`src/sv/frc_pkg.sv`:
```
// Shared types, constants and helpers for the feature reference-count table.
// Used by frc_update and feature_refcount_table; depends on nothing else.
package frc_pkg;

  localparam int COUNT_W    = 16;
  localparam int MASK_W     = 16;
  localparam int FEAT_IDX_W = 4;
  localparam int IFACE_W    = 8;
  localparam int TR_W       = 3;

  localparam int DEF_NUM_INTERFACES = 256;
  localparam int DEF_NUM_FEATURES   = 16;
  localparam int DEF_COUNT_MAX      = 65535;

  typedef enum logic [TR_W-1:0] {
    TR_NONE      = 3'd0,
    TR_ENABLED   = 3'd1,
    TR_DISABLED  = 3'd2,
    TR_OVERFLOW  = 3'd3,
    TR_UNDERFLOW = 3'd4
  } transition_t;

  typedef enum logic [1:0] {
    ST_CLEAR,
    ST_IDLE,
    ST_WALK
  } state_t;

  typedef struct packed {
    logic                 wr;
    logic [COUNT_W-1:0]   count;
    transition_t          tr;
  } upd_t;

  function automatic logic [FEAT_IDX_W-1:0] lowest_set(input logic [MASK_W-1:0] m);
    logic [FEAT_IDX_W-1:0] idx;
    idx = '0;
    for (int i = MASK_W - 1; i >= 0; i--) begin
      if (m[i]) begin
        idx = FEAT_IDX_W'(i);
      end
    end
    return idx;
  endfunction

endpackage

```
`src/sv/frc_update.sv`:
```
// Next count and reported transition for one counter, incremented or decremented.
// Depends on frc_pkg for the count width, the transition codes and upd_t.
module frc_update #(
  parameter int COUNT_MAX = frc_pkg::DEF_COUNT_MAX
) (
  input  logic [frc_pkg::COUNT_W-1:0] count,
  input  logic                        decr,
  output frc_pkg::upd_t               upd
);
  import frc_pkg::*;

  localparam logic [COUNT_W-1:0] LIMIT = COUNT_W'(COUNT_MAX);

  always_comb begin
    upd.wr    = 1'b0;
    upd.count = count;
    upd.tr    = TR_NONE;
    if (!decr) begin
      if (count >= LIMIT) begin
        upd.tr = TR_OVERFLOW;
      end else begin
        upd.wr    = 1'b1;
        upd.count = count + COUNT_W'(1);
        upd.tr    = (count == '0) ? TR_ENABLED : TR_NONE;
      end
    end else begin
      if (count == '0) begin
        upd.tr = TR_UNDERFLOW;
      end else begin
        upd.wr    = 1'b1;
        upd.count = count - COUNT_W'(1);
        upd.tr    = (count == COUNT_W'(1)) ? TR_DISABLED : TR_NONE;
      end
    end
  end

endmodule

```
`config.mk`:
```
export PLATFORM = sky130hd
export DESIGN_NAME = frc_update
export DESIGN_NICKNAME = d
export VERILOG_FILES = /design/src/sv/frc_pkg.sv /design/src/sv/frc_update.sv
export SDC_FILE = /design/constraint.sdc
export NUM_CORES = 1
export LEC_CHECK = 0
export BUFFER_PORTS_ARGS = -buffer_cell sky130_fd_sc_hd__buf_4
export CORE_MARGIN = 8
export CORE_UTILIZATION = 51
export DETAILED_ROUTE_END_ITERATION = 12
export PLACE_DENSITY = 0.91
export RECOVER_POWER = 100
export SLEW_MARGIN = 20
export SYNTH_ARGS = -nofsm -noshare
export SYNTH_HDL_FRONTEND = slang
export SYNTH_SLANG_ARGS = --single-unit
```
`constraint.sdc`:
```
create_clock -name vclk -period 2.68
set_clock_uncertainty 0.15 [all_clocks]
set_input_delay 0.268 -clock vclk [all_inputs]
set_output_delay 0.268 -clock vclk [all_outputs]
set_load 0.02 [all_outputs]
```
==> impl_metrics.py, run 1 <==
metrics = {
    "route": {
        "drcViolationCount": 0,
        "wire_per_inst_um": 16.7,
        "route.vias.total": 1049,
        "ant_nets": 0,
        "vias_per_cell": 6.40,
        "wl_mm": 2.74,
        "drt_first_iter_violations": 45,
        "dr.pass1.iters": 4,
    },
    "sta": {
        "slew_headroom_pct": 74.6,
        "finalSetupTns_ns": 0,
        "drv_slew": 0,
        "rsz0062_at_grt": "false",
        "final.setup.worst_slack_ns": 0.0778,
        "finalHoldViolCount": 0,
        "worstMarginPinSlew_ns": 0.380,
        "finalCritPeriodShare_pct": 97.1,
        "setup_viol": 0,
        "post-route-min-period_ns": 2.60,
        "fmax_ghz": 0.384,
    },
    "power": {
        "ir_drop_mv": 0.0821,
        "cellPowerDensity_nw_per_um2": 131,
        "power_leakage_nw": 0.398,
    },
    "clocking": {
        "cts_setup_buffers": 0,
        "post_cts_resized": 0,
        "cts_hold_buf": 0,
    },
    "finish": {
        "final_util_pct": 70.3,
        "drive_above_1_share_pct": 34.5,
        "n_clock_buffer": 0,
        "fillers": 150,
        "seq_cells": 0,
        "fin_nets": 171,
        "instances_no_fill": 164,
        "diodes": 0,
        "area_delta_synth_final_pct": 27.5,
        "regArea_um2": 0,
    },
    "setup_path": {
        "end_kind": "primary output",
        "cp.arrival_ns": 2.18,
        "crit_chain": "buf_4 > inv_1 > ha_1 > or4b_4 > or2_4 > nor3b_4 > a2bb2o_4 > mux2_2 > clkbuf_2",
        "required_ns": 2.26,
        "start_kind": "input port",
        "cp_max_fo": 7,
        "cpPeakStageDelay_ns": 0.49,
        "criticalPathCategory": "in2out",
        "cp_slowest_cell": "or4b_4",
    },
    "grt": {
        "grt_pass1_vias": 973,
        "grt_pass1_wl_mm": 4.49,
        "grt.total_usage_pct": 15.6,
        "overflow": 0,
        "antenna_found_initial": 0,
        "grt_start_max_net_pins": 14,
    },
    "yosys": {
        "synth_top_family_by_area": "simple AND/OR/NAND/NOR gates",
        "synth_mux_area_share_pct": 1.33,
        "synth_xor_area_share_pct": 11.3,
        "postSynthCellCount": 115,
        "syn_nets": 136,
        "synth_area_um2": 850,
        "ys_top_cells_by_count": "nor2_1 (10), nand2_1 (7), nand3_1 (7), xnor2_1 (7), nand4_1 (6)",
        "synthTopCellsByArea": "xnor2_1 (7.2%), ha_1 (5.9%), nand4_1 (4.4%)",
        "synth_fa_ha_area_share_pct": 5.89,
        "synth_top_area_cell": "xnor2_1",
        "syn_avg_cell_area_um2": 7.39,
        "synth_simple_gate_area_share_pct": 45.5,
        "ys.warnings.count": 0,
        "synth.distinct_cells": 42,
        "synth-compound-area-share_pct": 28.9,
        "synth_top_area_share_pct": 7.22,
        "ys_seq_area_share_pct": 0,
        "synth_most_common_cell": "nor2_1",
    },
    "placed_design": {
        "dp_slack_ns": 0.0651,
        "port_buffers": 37,
        "post-dp-hpwl_mm": 2.26,
        "dp_cells": 164,
        "gp_congestion": 0.895,
    },
    "die": {
        "die_y_um": 56.8,
        "start_util_pct": 55.1,
        "io-pin-count": 37,
        "die-width_um": 56.8,
        "dieArea_um2": 3230,
        "rows": 14,
        "coreArea_um2": 1540,
    },
    "status": {
        "status": "finished clean",
    },
    "run": {
        "maxCapViolations": 0,
    },
    "hold_path": {
        "min_path_type": "in2out",
    },
}
[cell families (layout without fill, tap and decap cells)]
family          count (synthesis)  after routing
simple gates                   60             60
compound gates                 29             29
xor+xnor                       11             11
buf+inv                        10             43
fa+ha+maj                       4              4
mux                             1              1
[final cells by class]
| cell class | instances | area [µm²] | area share (%) |
|---|---|---|---|
| multi-input combinational | 105 | 787 | 72.6 |
| inverter | 4 | 15.0 | 1.39 |
| tap | 16 | 20.0 | 1.85 |
| timing repair buffer | 39 | 262 | 24.1 |
[metrics by stage]
stage / total power [mW] / hold slack [ns] / area (µm²)
after floorplan: 0.0841 / 0.514 / 850
after global placement: 0.145 / 0.700 / 1120
after detailed placement: 0.149 / 0.704 / 1120
after CTS: 0.150 / 0.706 / 1120
after global routing: 0.153 / 0.711 / 1080
final: 0.142 / 0.711 / 1080
[path summary, 6_finish.rpt]
kind	end	from	cells past startpoint
worst min-delay path	upd[13]	count[10]	3
worst max-delay path	upd[17]	count[0]	9
[where the power goes]
part | internal, mW | switching, mW
clock network | 0 | 0
logic | 0.0581 | 0.0838
registers | 0 | 0
total | 0.0581 | 0.0838
[critical path: cells and delay by family]
| family | cells | cell delay, ns |
|---|---|---|
| simple gates | 3 | 0.93 |
| buf+inv | 3 | 0.38 |
| mux | 1 | 0.25 |
| compound gates | 1 | 0.22 |
| fa+ha+maj | 1 | 0.14 |
[per-layer routing]
layer,up-vias,routed length (µm),GRT usage (%)
li1,510,-,-
met1,466,1090,18.5
met2,71,1400,29.3
met3,2,242,2.70
met4,0,4,0.671
met5,-,0,0
[layout by cell type, fill, tap and decap left out, types with 2 or more instances in the layout]
master / synthesis / final
buf_4: 0 / 29
nor2_1: 10 / 11
nand3_1: 7 / 7
nand2_1: 7 / 7
xnor2_1: 7 / 7
nand4_1: 6 / 6
a21oi_1: 5 / 5
clkbuf_1: 3 / 5
clkbuf_2: 0 / 5
or3_1: 4 / 4
o31ai_1: 4 / 4
xor2_1: 4 / 4
o21ai_0: 4 / 4
ha_1: 4 / 4
inv_1: 4 / 3
nor3_1: 3 / 3
nor4_2: 3 / 3
or4_4: 2 / 2
and4_1: 2 / 2
or2_4: 2 / 2
o21ba_2: 2 / 2
a32o_1: 2 / 2
nand4b_1: 2 / 2
or4_1: 2 / 2
o22ai_1: 2 / 2
o21bai_1: 2 / 2
nand2b_1: 2 / 2
Power figures use the tool's default switching activity.
==> run 2, diff against run 1 <==
--- a/config.mk
+++ b/config.mk
@@ -13,2 +13,3 @@
 export RECOVER_POWER = 100
+export REMOVE_ABC_BUFFERS = 1
 export SLEW_MARGIN = 20
==> constraint.sdc (replaced) <==
create_clock -name vclk -period 2.68
set_clock_uncertainty 0.15 [all_clocks]
set_input_delay 0.402 -clock vclk [all_inputs]
set_output_delay 0.402 -clock vclk [all_outputs]
set_load 0.02 [all_outputs]
==> run 2 against run 1 <==
  * The run now fails in global routing
  * Synthesized cell count did not move
  * Synthesized area did not move
==> impl_metrics.py, run 2 <==
metrics = {
    "status": {
        "status": "stopped before the end",
        "lastStage": "global routing",
        "error_message": "[ERROR DPL-0038] Utilization greater than 100%, impossible to legalize",
    },
    "yosys": {
        "synth_most_common_cell": "nor2_1",
        "synth.distinct_cells": 42,
        "ys_seq_area_share_pct": 0,
        "postSynthCellCount": 115,
        "synth_area_um2": 850,
        "synth_top_area_cell": "xnor2_1",
        "syn_avg_cell_area_um2": 7.39,
        "ys.warnings.count": 0,
        "synthTopCellsByArea": "xnor2_1 (7.2%), ha_1 (5.9%), nand4_1 (4.4%)",
        "ys_top_cells_by_count": "nor2_1 (10), nand2_1 (7), nand3_1 (7), xnor2_1 (7), nand4_1 (6)",
        "synth_top_area_share_pct": 7.22,
    },
    "die": {
        "die_y_um": 56.8,
        "io-pin-count": 37,
        "rows": 14,
        "start_util_pct": 55.1,
        "die-width_um": 56.8,
    },
    "placed_design": {
        "dp_cells": 195,
        "dp_slack_ns": -0.190,
        "port_buffers": 37,
        "gp_congestion": 0.928,
        "post-dp-hpwl_mm": 3.04,
    },
    "sta": {
        "grt_worst_setup_endpoint": "upd[10]",
        "endpoint_type": "primary output",
    },
    "clocking": {
        "cts_hold_buf": 0,
    },
    "grt": {
        "grt_start_max_net_pins": 14,
    },
}
==> run 2: logic make-up after synthesis <==
logic type | Yosys count | share of synthesized area [%]
xor gates and xnor gates | 11 | 11.3
AOI/OAI and AO/OA | 29 | 28.9
buffers and inverters | 10 | 7.07
and+or+nand+nor | 60 | 45.5
adders and majority gates | 4 | 5.89
muxes | 1 | 1.33
==> run 2: what timing repair did <==
action,4_1_cts
buffers inserted,7
pin swaps,10
cloned,0
resized for setup,26
endpoints found under the setup margin,16
==> run 2: through the flow <==
step / setup TNS [ns] / hold WS, ns / instance area [µm²]
2_1_floorplan: -0.0808 / 0.782 / 805
3_5_place_dp: -1.85 / 0.973 / 1350
3_3_place_gp: -0.705 / 0.966 / 1350
4_1_cts: -0.883 / 0.974 / 1490
==> run 3, diff against run 2 <==
- CORE_AREA: default -> 8 8 69 71
- CORE_MARGIN: 8 -> default
- CORE_UTILIZATION: 51 -> default
- DIE_AREA: default -> 0 0 77 79
- PLACE_DENSITY: 0.91 -> default
- PLACE_DENSITY_LB_ADDON: default -> 0.15
==> run 3 against run 2 <==
  * The flow now finishes, with violations (setup timing)
==> impl_metrics.py, run 3 (synthesized netlist as in run 1, its figures left out) <==
metrics = {
    "route": {
        "route.vias.total": 1107,
        "wire_per_inst_um": 15.0,
        "vias_per_cell": 4.83,
        "wl_mm": 3.44,
        "dr.pass1.iters": 4,
        "drt_first_iter_violations": 101,
        "ant_nets": 0,
        "drcViolationCount": 0,
    },
    "grt": {
        "antenna_found_initial": 0,
        "grt_pass1_wl_mm": 5.59,
        "grtUsageMet3_pct": 1.58,
        "grt.busiest_layer": "met2",
        "grt.total_usage_pct": 10.5,
        "grtUsageMet2_pct": 19.3,
        "met1_usage_pct": 13.3,
        "overflow": 0,
        "grt_pass1_vias": 1157,
        "grt_start_max_net_pins": 13,
    },
    "finish": {
        "stdcell_area_um2": 1450,
        "drive_above_1_share_pct": 54.2,
        "final_common_cell": "buf_4",
        "final_util_pct": 38.2,
        "regArea_um2": 0,
        "instances_no_fill": 229,
        "area_delta_synth_final_pct": 70.8,
        "n_clock_buffer": 0,
        "diodes": 0,
        "seq_cells": 0,
        "final_cell_mix": "buf_4 (59), nor2_1 (10), nand3_1 (7), xnor2_1 (7), nand4_1 (6)",
        "fin_nets": 202,
    },
    "placed_design": {
        "gp_congestion": 0.811,
        "post-dp-hpwl_mm": 2.82,
        "dp_slack_ns": -0.149,
        "placed_cell_area_um2": 1360,
        "dp_cells": 224,
        "port_buffers": 37,
    },
    "sta": {
        "finalCritPeriodShare_pct": 103,
        "timing.hold.ws_ns": 0.974,
        "final.setup.worst_slack_ns": -0.0916,
        "setup_viol": 8,
        "finalSetupTns_ns": -0.237,
        "drv_slew": 0,
        "fmax_ghz": 0.361,
        "slew_headroom_pct": 74.3,
        "worstMarginPinSlew_ns": 0.383,
        "post-route-min-period_ns": 2.77,
        "rsz0062_at_grt": "true",
        "finalHoldViolCount": 0,
    },
    "power": {
        "seqPwrFrac_pct": 0,
        "power_leakage_nw": 0.580,
        "ir_drop_mv": 0.0596,
        "p_sw_share_pct": 52.1,
        "power_frac_comb_pct": 100.0,
        "cellPowerDensity_nw_per_um2": 127,
        "internal-power_mw": 0.0881,
        "p_clk_share_pct": 0,
        "p_total_mw": 0.184,
        "switching_power_mw": 0.0957,
    },
    "die": {
        "rows": 23,
        "die-width_um": 77,
        "start_util_pct": 22.4,
        "die_y_um": 79,
        "io-pin-count": 37,
        "dieArea_um2": 6080,
        "coreArea_um2": 3800,
    },
    "setup_path": {
        "start_kind": "input port",
        "cp.arrival_ns": 2.22,
        "cp_max_fo": 5,
        "end_kind": "primary output",
        "criticalPathCategory": "in2out",
        "required_ns": 2.13,
    },
    "status": {
        "status": "complete, but fails checks",
        "violations": "setup timing",
    },
    "run": {
        "maxCapViolations": 0,
    },
    "hold_path": {
        "min_path_type": "in2out",
    },
}
-- run 3: final cells by class --
| class | instances | area, µm² |
|---|---|---|
| Multi-Input combinational cell | 105 | 832 |
| Inverter | 4 | 22.5 |
| Fill cell | 431 | 2350 |
| Timing Repair Buffer | 70 | 534 |
| Tap cell | 50 | 62.6 |
-- run 3: final timing paths --
check	slack [ns]	depth (start not counted)	startpoint	to
max	-0.09	8	count[9]	upd[17]
min	0.97	3	count[10]	upd[13]
-- run 3: repair_timing --
item | CTS | global route
endpoints found under the setup margin | 14 | 14
hold buffers | 0 | 0
setup buffers | 1 | 4
gates cloned | 0 | 0
resized for setup | 15 | 9
pin swaps | 6 | 6
-- run 3: critical path, cell delays in order --
cell,delay [ns]
buf_4,0.12
or4_4,0.57
or2_4,0.29
nor3b_4,0.21
buf_4,0.14
a21oi_1,0.06
mux2_2,0.27
buf_4,0.16
-- run 3: power groups by stage --
stage	Clock, mW	Sequential [mW]	Combinational [mW]
floorplan	0	0	0.0706
global placement	0	0	0.170
detailed placement	0	0	0.172
CTS	0	0	0.180
global route	0	0	0.198
finish	0	0	0.184
-- run 3: routing by layer --
layer  vias to the layer above  wire length [µm]  share of wire [%]
met1                       510              1550                 45
met5                         -                 0                  0
met3                         0               159                4.6
met2                        25              1730                 50
li1                        572                 -                  -
met4                         0                 0                  0
==> run 4, diff against run 3 <==
- SETUP_SLACK_MARGIN: default -> 0.4
==> run 4 against run 3 <==
  * Fmax barely moved
  * The flow still finishes with violations (setup timing)
  * Routed wire length rose by 7.9%
  * Setup slack got worse by 0.0013 ns
  * Total power rose by 13%
  * Final area rose by 17%
  * Non-clock buffer count rose by 11
  * Die area did not move
  * Combinational power rose by 13%
  * Utilization rose by 6.4 points
  * Sequential share of layout area did not move
  * Critical path depth did not move
==> impl_metrics.py, run 4 (synthesized netlist as in run 1, its figures left out) <==
metrics = {
    "finish": {
        "fin_nets": 213,
        "final_util_pct": 44.6,
        "drive_above_1_share_pct": 62.1,
        "area_delta_synth_final_pct": 99.4,
        "final_cell_mix": "buf_4 (54), buf_6 (25), nor2_1 (8)",
        "final_common_cell": "buf_4",
        "instances_no_fill": 240,
        "diodes": 0,
        "regArea_um2": 0,
        "n_clock_buffer": 0,
        "seq_cells": 0,
    },
    "route": {
        "route.met3.wl_um": 138,
        "top_layer": "met3",
        "drt_first_iter_violations": 59,
        "route.vias.total": 1181,
        "dr.pass1.iters": 4,
        "drcViolationCount": 0,
        "wl_met1_mm": 1.64,
        "vias_per_cell": 4.92,
        "ant_nets": 0,
        "wire_per_inst_um": 15.5,
        "met2_length_mm": 1.93,
        "wl_mm": 3.71,
    },
    "grt": {
        "grt_start_max_net_pins": 13,
        "grt.total_usage_pct": 11.3,
        "overflow": 0,
        "antenna_found_initial": 0,
        "grt_pass1_wl_mm": 5.98,
        "grt_pass1_vias": 1248,
    },
    "sta": {
        "drv_slew": 0,
        "finalHoldViolCount": 0,
        "finalCritPeriodShare_pct": 103,
        "rsz0062_at_grt": "true",
        "final.setup.worst_slack_ns": -0.0929,
        "finalSetupTns_ns": -0.327,
        "post-route-min-period_ns": 2.77,
        "setup_viol": 7,
        "worstMarginPinSlew_ns": 0.408,
        "fmax_ghz": 0.361,
        "slew_headroom_pct": 72.7,
    },
    "setup_path": {
        "crit_top_cell": "buf_6",
        "cp.arrival_ns": 2.22,
        "required_ns": 2.13,
        "criticalPathCategory": "in2out",
        "cpPeakStageDelay_ns": 0.59,
        "cp_slowest_cell": "or4_4",
        "crit_chain": "buf_6 > or4_4 > or2_4 > nor3b_4 > buf_4 > a21oi_2 > mux2_4 > buf_6",
        "end_kind": "primary output",
        "cp_max_fo": 5,
        "start_kind": "input port",
    },
    "power": {
        "cellPowerDensity_nw_per_um2": 123,
        "p_sw_share_pct": 49.8,
        "power_frac_comb_pct": 100.0,
        "p_total_mw": 0.208,
        "power_leakage_nw": 0.692,
        "seqPwrFrac_pct": 0,
        "internal-power_mw": 0.104,
        "switching_power_mw": 0.103,
        "p_clk_share_pct": 0,
        "ir_drop_mv": 0.0644,
    },
    "placed_design": {
        "dp_cells": 224,
        "port_buffers": 37,
        "post-dp-hpwl_mm": 2.82,
        "gp_congestion": 0.811,
        "dp_slack_ns": -0.149,
    },
    "die": {
        "rows": 23,
        "die_y_um": 79,
        "dieArea_um2": 6080,
        "start_util_pct": 22.4,
        "die-width_um": 77,
        "coreArea_um2": 3800,
        "io-pin-count": 37,
    },
    "run": {
        "maxCapViolations": 0,
    },
    "status": {
        "status": "complete, but fails checks",
        "violations": "setup timing",
    },
    "hold_path": {
        "min_path_type": "in2out",
    },
}
[run 4: routing by layer]
layer	vias up	track usage (%)
li1	594	-
met1	563	13.8
met2	24	21.4
met3	0	1.58
met4	0	0.377
met5	-	0
[run 4: path summary, 6_finish.rpt]
| check | start | end | slack, ns | cells after the start |
|---|---|---|---|---|
| worst max-delay path | count[5] | upd[17] | -0.09 | 8 |
| worst min-delay path | count[10] | upd[13] | 0.98 | 3 |
[run 4: power groups by stage]
stage	combinational, mW	clock [mW]	sequential, mW
6_report	0.208	0	0
2_1_floorplan	0.0706	0	0
3_5_place_dp	0.172	0	0
3_3_place_gp	0.170	0	0
5_1_grt	0.222	0	0
4_1_cts	0.192	0	0
[run 4: through the flow]
step,hold WS (ns),area (µm²)
global route,0.988,1690
global placement,0.973,1360
detailed placement,0.973,1360
finish,0.976,1690
CTS,0.974,1570
floorplan,0.782,805
[run 4: layout make-up]
cell class | instances | area, µm²
fillers | 409 | 2100
multi-input cells | 105 | 903
repair buffers | 81 | 706
well taps | 50 | 62.6
inverters | 4 | 22.5
[run 4: worst max-delay path, delay by kind of cell]
family / cells / cell delay, ns
and+or+nand+nor: 3 / 1.13
muxes: 1 / 0.26
buffers and inverters: 3 / 0.37
AOI/OAI and AO/OA: 1 / 0.04
[run 4: timing repair]
action,in CTS,in global routing
gates resized for setup,41,21
hold buffers,0,0
endpoints found under the setup margin,20,20
pin swaps,15,18
gates cloned,0,0
setup buffers,10,6
